$ cat src/rtl/core/dqsr_pkg.sv
package dqsr_pkg;
  localparam int unsigned Depth = 16;
  localparam int unsigned IdxW = $clog2(Depth);
  localparam int unsigned CntW = $clog2(Depth + 1);

  typedef enum logic [2:0] {
    OP_PUSH_FRONT = 3'd0,
    OP_PUSH_BACK  = 3'd1,
    OP_POP_FRONT  = 3'd2,
    OP_POP_BACK   = 3'd3,
    OP_CONTAINS   = 3'd4,
    OP_REMOVE     = 3'd5
  } op_e;

  localparam logic [1:0] StOk       = 2'd0;
  localparam logic [1:0] StFull     = 2'd1;
  localparam logic [1:0] StEmpty    = 2'd2;
  localparam logic [1:0] StNotFound = 2'd3;

  // controller to datapath
  typedef struct packed {
    logic        load;
    logic        push_front;
    logic        push_back;
    logic        pop_front;
    logic        pop_back;
    logic        remove;
  } dqsr_cmd_t;

  // datapath to controller
  typedef struct packed {
    logic full;
    logic empty;
    logic hit;
  } dqsr_stat_t;
endpackage

$ cat src/rtl/core/dqsr_datapath.sv
module dqsr_datapath import dqsr_pkg::*; (
  input  logic               clk_i,
  input  logic               rst_ni,
  input  dqsr_cmd_t          cmd_i,
  input  logic [31:0]        value_i,
  output dqsr_stat_t         stat_o,
  output logic [31:0]        front_o,
  output logic [31:0]        back_o,
  output logic [CntW-1:0]    count_o
);
  logic [31:0]     cells_q [Depth];
  logic [31:0]     cells_d [Depth];
  logic [CntW-1:0] count_q, count_d;
  logic [Depth-1:0] match, first;

  // one comparator per cell, masked by occupancy
  always_comb begin
    for (int i = 0; i < Depth; i++) begin
      match[i] = (CntW'(i) < count_q) && (cells_q[i] == value_i);
    end
    first = match & ~(match - Depth'(1));
  end

  assign stat_o.full  = count_q == CntW'(Depth);
  assign stat_o.empty = count_q == '0;
  assign stat_o.hit   = |match;

  always_comb begin
    logic [Depth-1:0] shl;
    shl = first | ~(first - Depth'(1)) ;
    cells_d = cells_q;
    count_d = count_q;
    if (cmd_i.push_front) begin
      for (int i = 1; i < Depth; i++) cells_d[i] = cells_q[i-1];
      cells_d[0] = value_i;
      count_d = count_q + CntW'(1);
    end else if (cmd_i.push_back) begin
      cells_d[count_q[IdxW-1:0]] = value_i;
      count_d = count_q + CntW'(1);
    end else if (cmd_i.pop_front) begin
      for (int i = 0; i < Depth - 1; i++) cells_d[i] = cells_q[i+1];
      count_d = count_q - CntW'(1);
    end else if (cmd_i.pop_back) begin
      count_d = count_q - CntW'(1);
    end else if (cmd_i.remove) begin
      // cells at or above the hit take their upper neighbor
      for (int i = 0; i < Depth - 1; i++) begin
        if (shl[i]) cells_d[i] = cells_q[i+1];
      end
      count_d = count_q - CntW'(1);
    end
  end

  always_ff @(posedge clk_i) begin
    if (cmd_i.load) cells_q <= cells_d;
  end

  always_ff @(posedge clk_i or negedge rst_ni) begin
    if (!rst_ni) begin
      count_q <= '0;
    end else if (cmd_i.load) begin
      count_q <= count_d;
    end
  end

  assign count_o = count_q;
  assign front_o = (count_q == '0) ? '0 : cells_q[0];
  assign back_o  = (count_q == '0) ? '0 : cells_q[IdxW'(count_q - CntW'(1))];

  a_count_bound: assert property (@(posedge clk_i) disable iff (!rst_ni)
    count_q <= CntW'(Depth)) else $error("count overflow");
  a_hold: assert property (@(posedge clk_i) disable iff (!rst_ni)
    !cmd_i.load |=> $stable(count_q)) else $error("count moved");
  a_first_onehot: assert property (@(posedge clk_i) disable iff (!rst_ni)
    $onehot0(first)) else $error("first match not unique");
endmodule

$ cat src/rtl/core/dqsr_ctrl.sv
module dqsr_ctrl import dqsr_pkg::*; (
  input  logic        clk_i,
  input  logic        rst_ni,
  input  logic        in_valid_i,
  output logic        in_ready_o,
  input  logic [2:0]  opcode_i,
  input  dqsr_stat_t  stat_i,
  output dqsr_cmd_t   cmd_o,
  output logic        out_valid_o,
  input  logic        out_ready_i,
  output logic [1:0]  status_o,
  output logic        found_o
);
  typedef enum logic {S_IDLE, S_SHOW} state_e;
  state_e state_q;
  logic [1:0] status_q, status_d;
  logic found_q, found_d;
  logic take;

  // the output register frees as it is read, so a word may enter meanwhile
  assign in_ready_o = (state_q == S_IDLE) || out_ready_i;
  assign take = in_valid_i && in_ready_o;

  always_comb begin
    cmd_o = '0;
    status_d = StOk;
    found_d = 1'b0;
    cmd_o.load = take;
    case (opcode_i)
      OP_PUSH_FRONT: if (stat_i.full) status_d = StFull; else cmd_o.push_front = take;
      OP_PUSH_BACK:  if (stat_i.full) status_d = StFull; else cmd_o.push_back = take;
      OP_POP_FRONT:  if (stat_i.empty) status_d = StEmpty; else cmd_o.pop_front = take;
      OP_POP_BACK:   if (stat_i.empty) status_d = StEmpty; else cmd_o.pop_back = take;
      OP_CONTAINS: begin
        found_d = stat_i.hit;
        if (!stat_i.hit) status_d = StNotFound;
      end
      OP_REMOVE: begin
        found_d = stat_i.hit;
        if (!stat_i.hit) status_d = StNotFound; else cmd_o.remove = take;
      end
      default: ;
    endcase
  end

  always_ff @(posedge clk_i or negedge rst_ni) begin
    if (!rst_ni) begin
      state_q <= S_IDLE;
      status_q <= StOk;
      found_q <= 1'b0;
    end else if (take) begin
      state_q <= S_SHOW;
      status_q <= status_d;
      found_q <= found_d;
    end else if (out_ready_i) begin
      state_q <= S_IDLE;
    end
  end

  assign out_valid_o = state_q == S_SHOW;
  assign status_o = status_q;
  assign found_o = found_q;

  a_take_shows: assert property (@(posedge clk_i) disable iff (!rst_ni)
    take |=> out_valid_o) else $error("result missing");
  a_found_ok: assert property (@(posedge clk_i) disable iff (!rst_ni)
    out_valid_o && found_o |-> status_o == StOk) else $error("found with bad status");
  a_stall_hold: assert property (@(posedge clk_i) disable iff (!rst_ni)
    out_valid_o && !out_ready_i |=> $stable(status_o)) else $error("result moved");
endmodule

$ cat src/rtl/core/deque_with_search_remove.sv
// Deque of 16 signed 32-bit words with search and remove-first.
// Input stream: s_axis_tdata = {operand_value, opcode} (opcode in the
// low 3 bits), one word per operation. Opcodes: push front/back, pop
// front/back, contains, remove first match.
// Output stream: one word per operation with status, found, the front
// and back entries, count and empty flag after the operation.
// The result is registered as the input word is taken and shows in the
// next cycle. Throughput is one word per cycle unless the receiver stalls;
// all 16 cells compare and shift in parallel, so search and remove keep pace.
// When the receiver stalls, the result holds and s_axis_tready drops
// until it is taken; a new word may enter in the cycle it is read.
// Reset empties the queue; cell contents are not cleared and are never
// shown before being written.
module deque_with_search_remove import dqsr_pkg::*; (
  input  logic         clk_i,
  input  logic         rst_ni,
  input  logic         s_axis_tvalid,
  output logic         s_axis_tready,
  input  logic [39:0]  s_axis_tdata,  // opcode[2:0], operand_value[34:3], zero
  output logic         m_axis_tvalid,
  input  logic         m_axis_tready,
  output logic [79:0]  m_axis_tdata   // status[1:0], found[2], front_value[34:3],
                                      // back_value[66:35], entry_count[71:67],
                                      // is_empty[72], zero
);
  dqsr_cmd_t  cmd;
  dqsr_stat_t stat;
  logic [1:0] status;
  logic found;
  logic [31:0] front, back;
  logic [CntW-1:0] count;

  dqsr_ctrl u_ctrl (
    .clk_i, .rst_ni,
    .in_valid_i(s_axis_tvalid), .in_ready_o(s_axis_tready),
    .opcode_i(s_axis_tdata[2:0]),
    .stat_i(stat), .cmd_o(cmd),
    .out_valid_o(m_axis_tvalid), .out_ready_i(m_axis_tready),
    .status_o(status), .found_o(found)
  );

  dqsr_datapath u_dp (
    .clk_i, .rst_ni,
    .cmd_i(cmd), .value_i(s_axis_tdata[34:3]),
    .stat_o(stat), .front_o(front), .back_o(back), .count_o(count)
  );

  assign m_axis_tdata = {7'd0, (count == '0), 5'(count), back, front, found, status};
endmodule
$ cat config.mk
export PLATFORM = sky130hd
export DESIGN_NAME = deque_with_search_remove
export DESIGN_NICKNAME = d
export VERILOG_FILES = /design/src/rtl/core/dqsr_pkg.sv /design/src/rtl/core/dqsr_datapath.sv /design/src/rtl/core/dqsr_ctrl.sv /design/src/rtl/core/deque_with_search_remove.sv
export SDC_FILE = /design/constraint.sdc
export NUM_CORES = 2
export LEC_CHECK = 0
export BUFFER_PORTS_ARGS = -buffer_cell sky130_fd_sc_hd__buf_4
export CAP_MARGIN = 25
export CORE_MARGIN = 1
export CORE_UTILIZATION = 40
export DETAILED_ROUTE_END_ITERATION = 7
export HOLD_SLACK_MARGIN = 0.02
export MAX_ROUTING_LAYER = met4
export PLACE_DENSITY = 0.57
export SYNTH_ARGS = -nofsm -noshare
export SYNTH_HDL_FRONTEND = slang
export SYNTH_SLANG_ARGS = --single-unit
$ cat constraint.sdc
create_clock -name clk_i -period 9.9 [get_ports clk_i]
set_clock_uncertainty 0.15 [all_clocks]
set_input_delay 0.99 -clock clk_i [delete_from_list [all_inputs] [get_ports clk_i]]
set_output_delay 0.99 -clock clk_i [all_outputs]
set_load 0.02 [all_outputs]
==> impl_table.tex <==
\begin{tabular}{lr}
\hline
Metric & Value \\
\hline
\multicolumn{2}{l}{\textbf{Run status}} \\
Status & completed \\
\multicolumn{2}{l}{\textbf{Power}} \\
Static Leakage & 0.0133 uW \\
Total power density per cell area & 233 mW/mm\^{}2 \\
Worst vdd ir & 365 uV \\
\multicolumn{2}{l}{\textbf{Setup path}} \\
Longest individual stage delay on the worst path & 0.87 ns \\
Critical Path Source Type & register \\
Arrival time worst endpoint & $\sim$5.0 ns \\
CP bufs+invs & 3 \\
Reg2reg path depth & 12 \\
Critical-path cell with the highest stage delay & sky130\_fd\_sc\_hd\_\_dfrtp\_4 \\
Data required time at the worst endpoint & 8.76 ns \\
Critical R2R Launch & u\_dp.count\_o[0] \\
Type of the worst setup path & reg2out \\
Slack of the worst reg-to-reg path & roughly 3.9 ns \\
Cell chain of the critical path & inv\_1, ha\_4, buf\_12, mux4\_2, mux2i\_1, a211oi\_1, buf\_4 \\
Critical path fanouts, max & 97 \\
CP top delay family & buffers and inverters \\
Logic depth of the worst path, buffers included & 7 \\
Destination of the worst register-to-register timing path & u\_dp.cells\_q[171] \\
CP Capture Type & primary output \\
\multicolumn{2}{l}{\textbf{Synthesis}} \\
Post-Synth Simple-Gate Area & approximately a fifth \\
Top cells by area, synth & sky130\_fd\_sc\_hd\_\_edfxtp\_1 (41\%), sky130\_fd\_sc\_hd\_\_a221oi\_1 (9.7\%), sky130\_fd\_sc\_hd\_\_nor2\_1 (9.0\%) \\
Synthesis warning total & 0 \\
Share of cell area taken by muxes after synthesis & roughly 8.5\% \\
Unique cell type count in the Yosys netlist & 67 \\
Dominant combinational cell family by area after synthesis & simple AND/OR/NAND/NOR gates \\
Synthesized area per cell & just under 10 um\^{}2 \\
Post-synthesis cell count & $\sim$3.8k \\
Yosys reg bits & 521 \\
Mapped cell area & between 0.03 and 0.04 mm\^{}2 \\
Area share of fa/ha/maj cells after synthesis & 0.166\% \\
Asr flop ratio synth & under 10\% \\
Number of enable-type register cells in the synthesized netlist & between 500 and 600 \\
Most used flip-flop cell after synthesis & sky130\_fd\_sc\_hd\_\_edfxtp\_1 \\
Part of the Yosys area used for sequential elements & a little over 40\% \\
Area share of the leading cell type in the synthesized netlist & 40.7\% \\
Post-synthesis xor/xnor area fraction & 11.8\% \\
Complex-gate fraction of the synthesized area & 14.0\% \\
Cell type with the highest aggregate area in the netlist & sky130\_fd\_sc\_hd\_\_edfxtp\_1 \\
\multicolumn{2}{l}{\textbf{Global routing}} \\
Overall global routing resource usage & 38.2\% \\
Initial antenna violation count & 4 \\
Largest net degree at the start of global routing & 194 \\
Total global routing overflow & 0 \\
Wire length of the first global-routing pass & 251000 um \\
Vias in the first global route & 31.3k \\
\multicolumn{2}{l}{\textbf{Layout}} \\
Share of the core filled with cells & 44.5\% \\
Area occupied by multi-input gates & slightly above 0.02 mm\^{}2 \\
Sequential cell area & 0.0156 mm\^{}2 \\
Synth-to-layout area growth & 10.1\% \\
Share of cells above drive strength 1 & 12.3\% \\
Number of nets in the layout & 3774 \\
Most frequent cells in the layout & sky130\_fd\_sc\_hd\_\_nor2\_1 (898), sky130\_fd\_sc\_hd\_\_edfxtp\_1 (512), sky130\_fd\_sc\_hd\_\_a221oi\_1 (418) \\
Most frequent standard cell in the layout excluding fill and tap cells & sky130\_fd\_sc\_hd\_\_nor2\_1 \\
FILL cells & roughly 9k \\
\multicolumn{2}{l}{\textbf{CTS}} \\
Total clock buffers created by CTS & 68 \\
Buffer levels on the longest clock path & 3 \\
Sink Count & 521 \\
Setup fix buffers added after clock tree synthesis & 0 \\
CTS tree & yes \\
Clock-pin slew of the registers on the worst-case setup and hold paths & 0.06 ns \\
Hold Buf Count CTS & 0 \\
Number of resized instances in the post-cts repair step & 0 \\
Worst skew pair latency & between 0.6 and 0.7 ns \\
Cell at the root of the clock tree & sky130\_fd\_sc\_hd\_\_clkbuf\_16 \\
Total number of H-tree levels & 3 \\
\multicolumn{2}{l}{\textbf{Routing}} \\
Drc violations & 0 \\
Initial detailed-routing violation count & 5791 \\
Routed wire length & around 180000 um \\
Post-DR wirelength/cell & 36.1 um \\
Via total after detailed routing & between 30k and 40k \\
Number of routed nets with antenna violations & 0 \\
Drt pass-1 iters & 8 \\
Via count normalized by instance count & 6.85 \\
\multicolumn{2}{l}{\textbf{Hold path}} \\
Class of the worst hold path & in2async \\
\multicolumn{2}{l}{\textbf{STA}} \\
Final Hold Viols & 0 \\
Maximum frequency from static timing analysis & 0.163 GHz \\
Final setup violation count & 0 \\
Final critical-path required period & approximately 6 ns \\
Fin crit share & 62.1\% \\
Setup repair after global routing missed its margin & no \\
Total negative slack for setup checks & 0 ns \\
Worst relative slew slack & a little under a quarter \\
Final Max Tran Viols & 0 \\
Slew at the pin closest to its max-slew limit & 1.15 ns \\
\multicolumn{2}{l}{\textbf{Floorplanning}} \\
Die boundary width & between 300 and 400 um \\
Die Outline Area & 0.0957 mm\^{}2 \\
Core area & a little over 0.09 mm\^{}2 \\
I/O pin cnt & 126 \\
Die height & 309 um \\
Starting density of the core & 40.4\% \\
Cell row count & around 110 \\
\multicolumn{2}{l}{\textbf{Job}} \\
\# Max-Cap Violations & 0 \\
\multicolumn{2}{l}{\textbf{Placement}} \\
Gpl congestion & 1.02 \\
Detail Placement HPWL & 131000 um \\
Count of buffers from port buffering & 113 \\
\hline
\end{tabular}
==> report_power, final <==
part	total, uW	internal (uW)	switching, uW	leakage, uW
sequential	2500	2440	55.9	0.00472
combinational	4710	1610	3100	0.00758
clock	2500	1430	1080	0.00105
total	9710	5480	4240	0.0133
==> cells in the mapped netlist, drive strengths merged (73+ instances only) <==
cell / number
nor4: 86
nor2: 906
edfxtp: 512
nand4: 138
and2: 73
buf: 114
a221oi: 418
xnor2: 328
mux4: 128
xor2: 183
nand2: 205
clkbuf: 276
==> final cells by class <==
class / count / share of cell area (%)
multi-input cells: 2922 / 49.4
flip-flops and latches: 521 / 37.5
clock buffers: 80 / 4.30
repair buffers: 197 / 3.98
well taps: 1254 / 3.77
clock inverters: 42 / 0.845
inverters: 15 / 0.153
diodes: 4 / 0.0241
==> worst max path at each step <==
stage | startpoint | endpoint
global placement | u_dp.count_o[0] | u_dp.cells_q[163]
detailed placement | u_dp.count_o[0] | u_dp.cells_q[172]
finish | u_dp.count_o[0] | m_axis_tdata[37]
global route | u_dp.count_o[0] | m_axis_tdata[41]
CTS | u_dp.count_o[0] | m_axis_tdata[44]
floorplan | s_axis_tdata[6] | u_dp.cells_q[352]
==> layer usage <==
metal,wire length (um),global-route usage [%]
met1,75400,52.7
met2,76200,52.3
met3,22200,11.5
met4,7780,14.4
met5,0,-
==> state kept, by name, indices dropped and copies added, names as in the netlist <==
register            count
u_dp.cells_q          512
u_ctrl.out_valid_o      1
u_dp.count_o            5
u_ctrl.found_o          1
u_ctrl.status_o         2
==> per-stage QoR <==
step | power [uW] | hold WS [ns] | instance area (um^2) | cells | setup slack (ns)
2_1_floorplan | 5190 | 0.301 | 37800 | 3848 | 4.02
3_3_place_gp | 7080 | 0.317 | 39200 | 4893 | 3.99
3_5_place_dp | 7090 | 0.323 | 39400 | 4903 | 3.98
4_1_cts | 9570 | 0.0210 | 41500 | 5025 | 3.83
5_1_grt | 9860 | 0.0515 | 41600 | 5032 | 3.69
6_report | 9710 | 0.0212 | 41600 | 5035 | 3.75
==> kinds of logic after synthesis <==
kind of cell               count (synthesis)
AOI/OAI and AO/OA                        635
xor gates and xnor gates                 511
adders and majority gates                  5
buffers and inverters                    405
DFF                                      521
muxes                                    162
other                                      1
and+or+nand+nor                         1602
No activity file was read; power rests on OpenSTA's default activity.
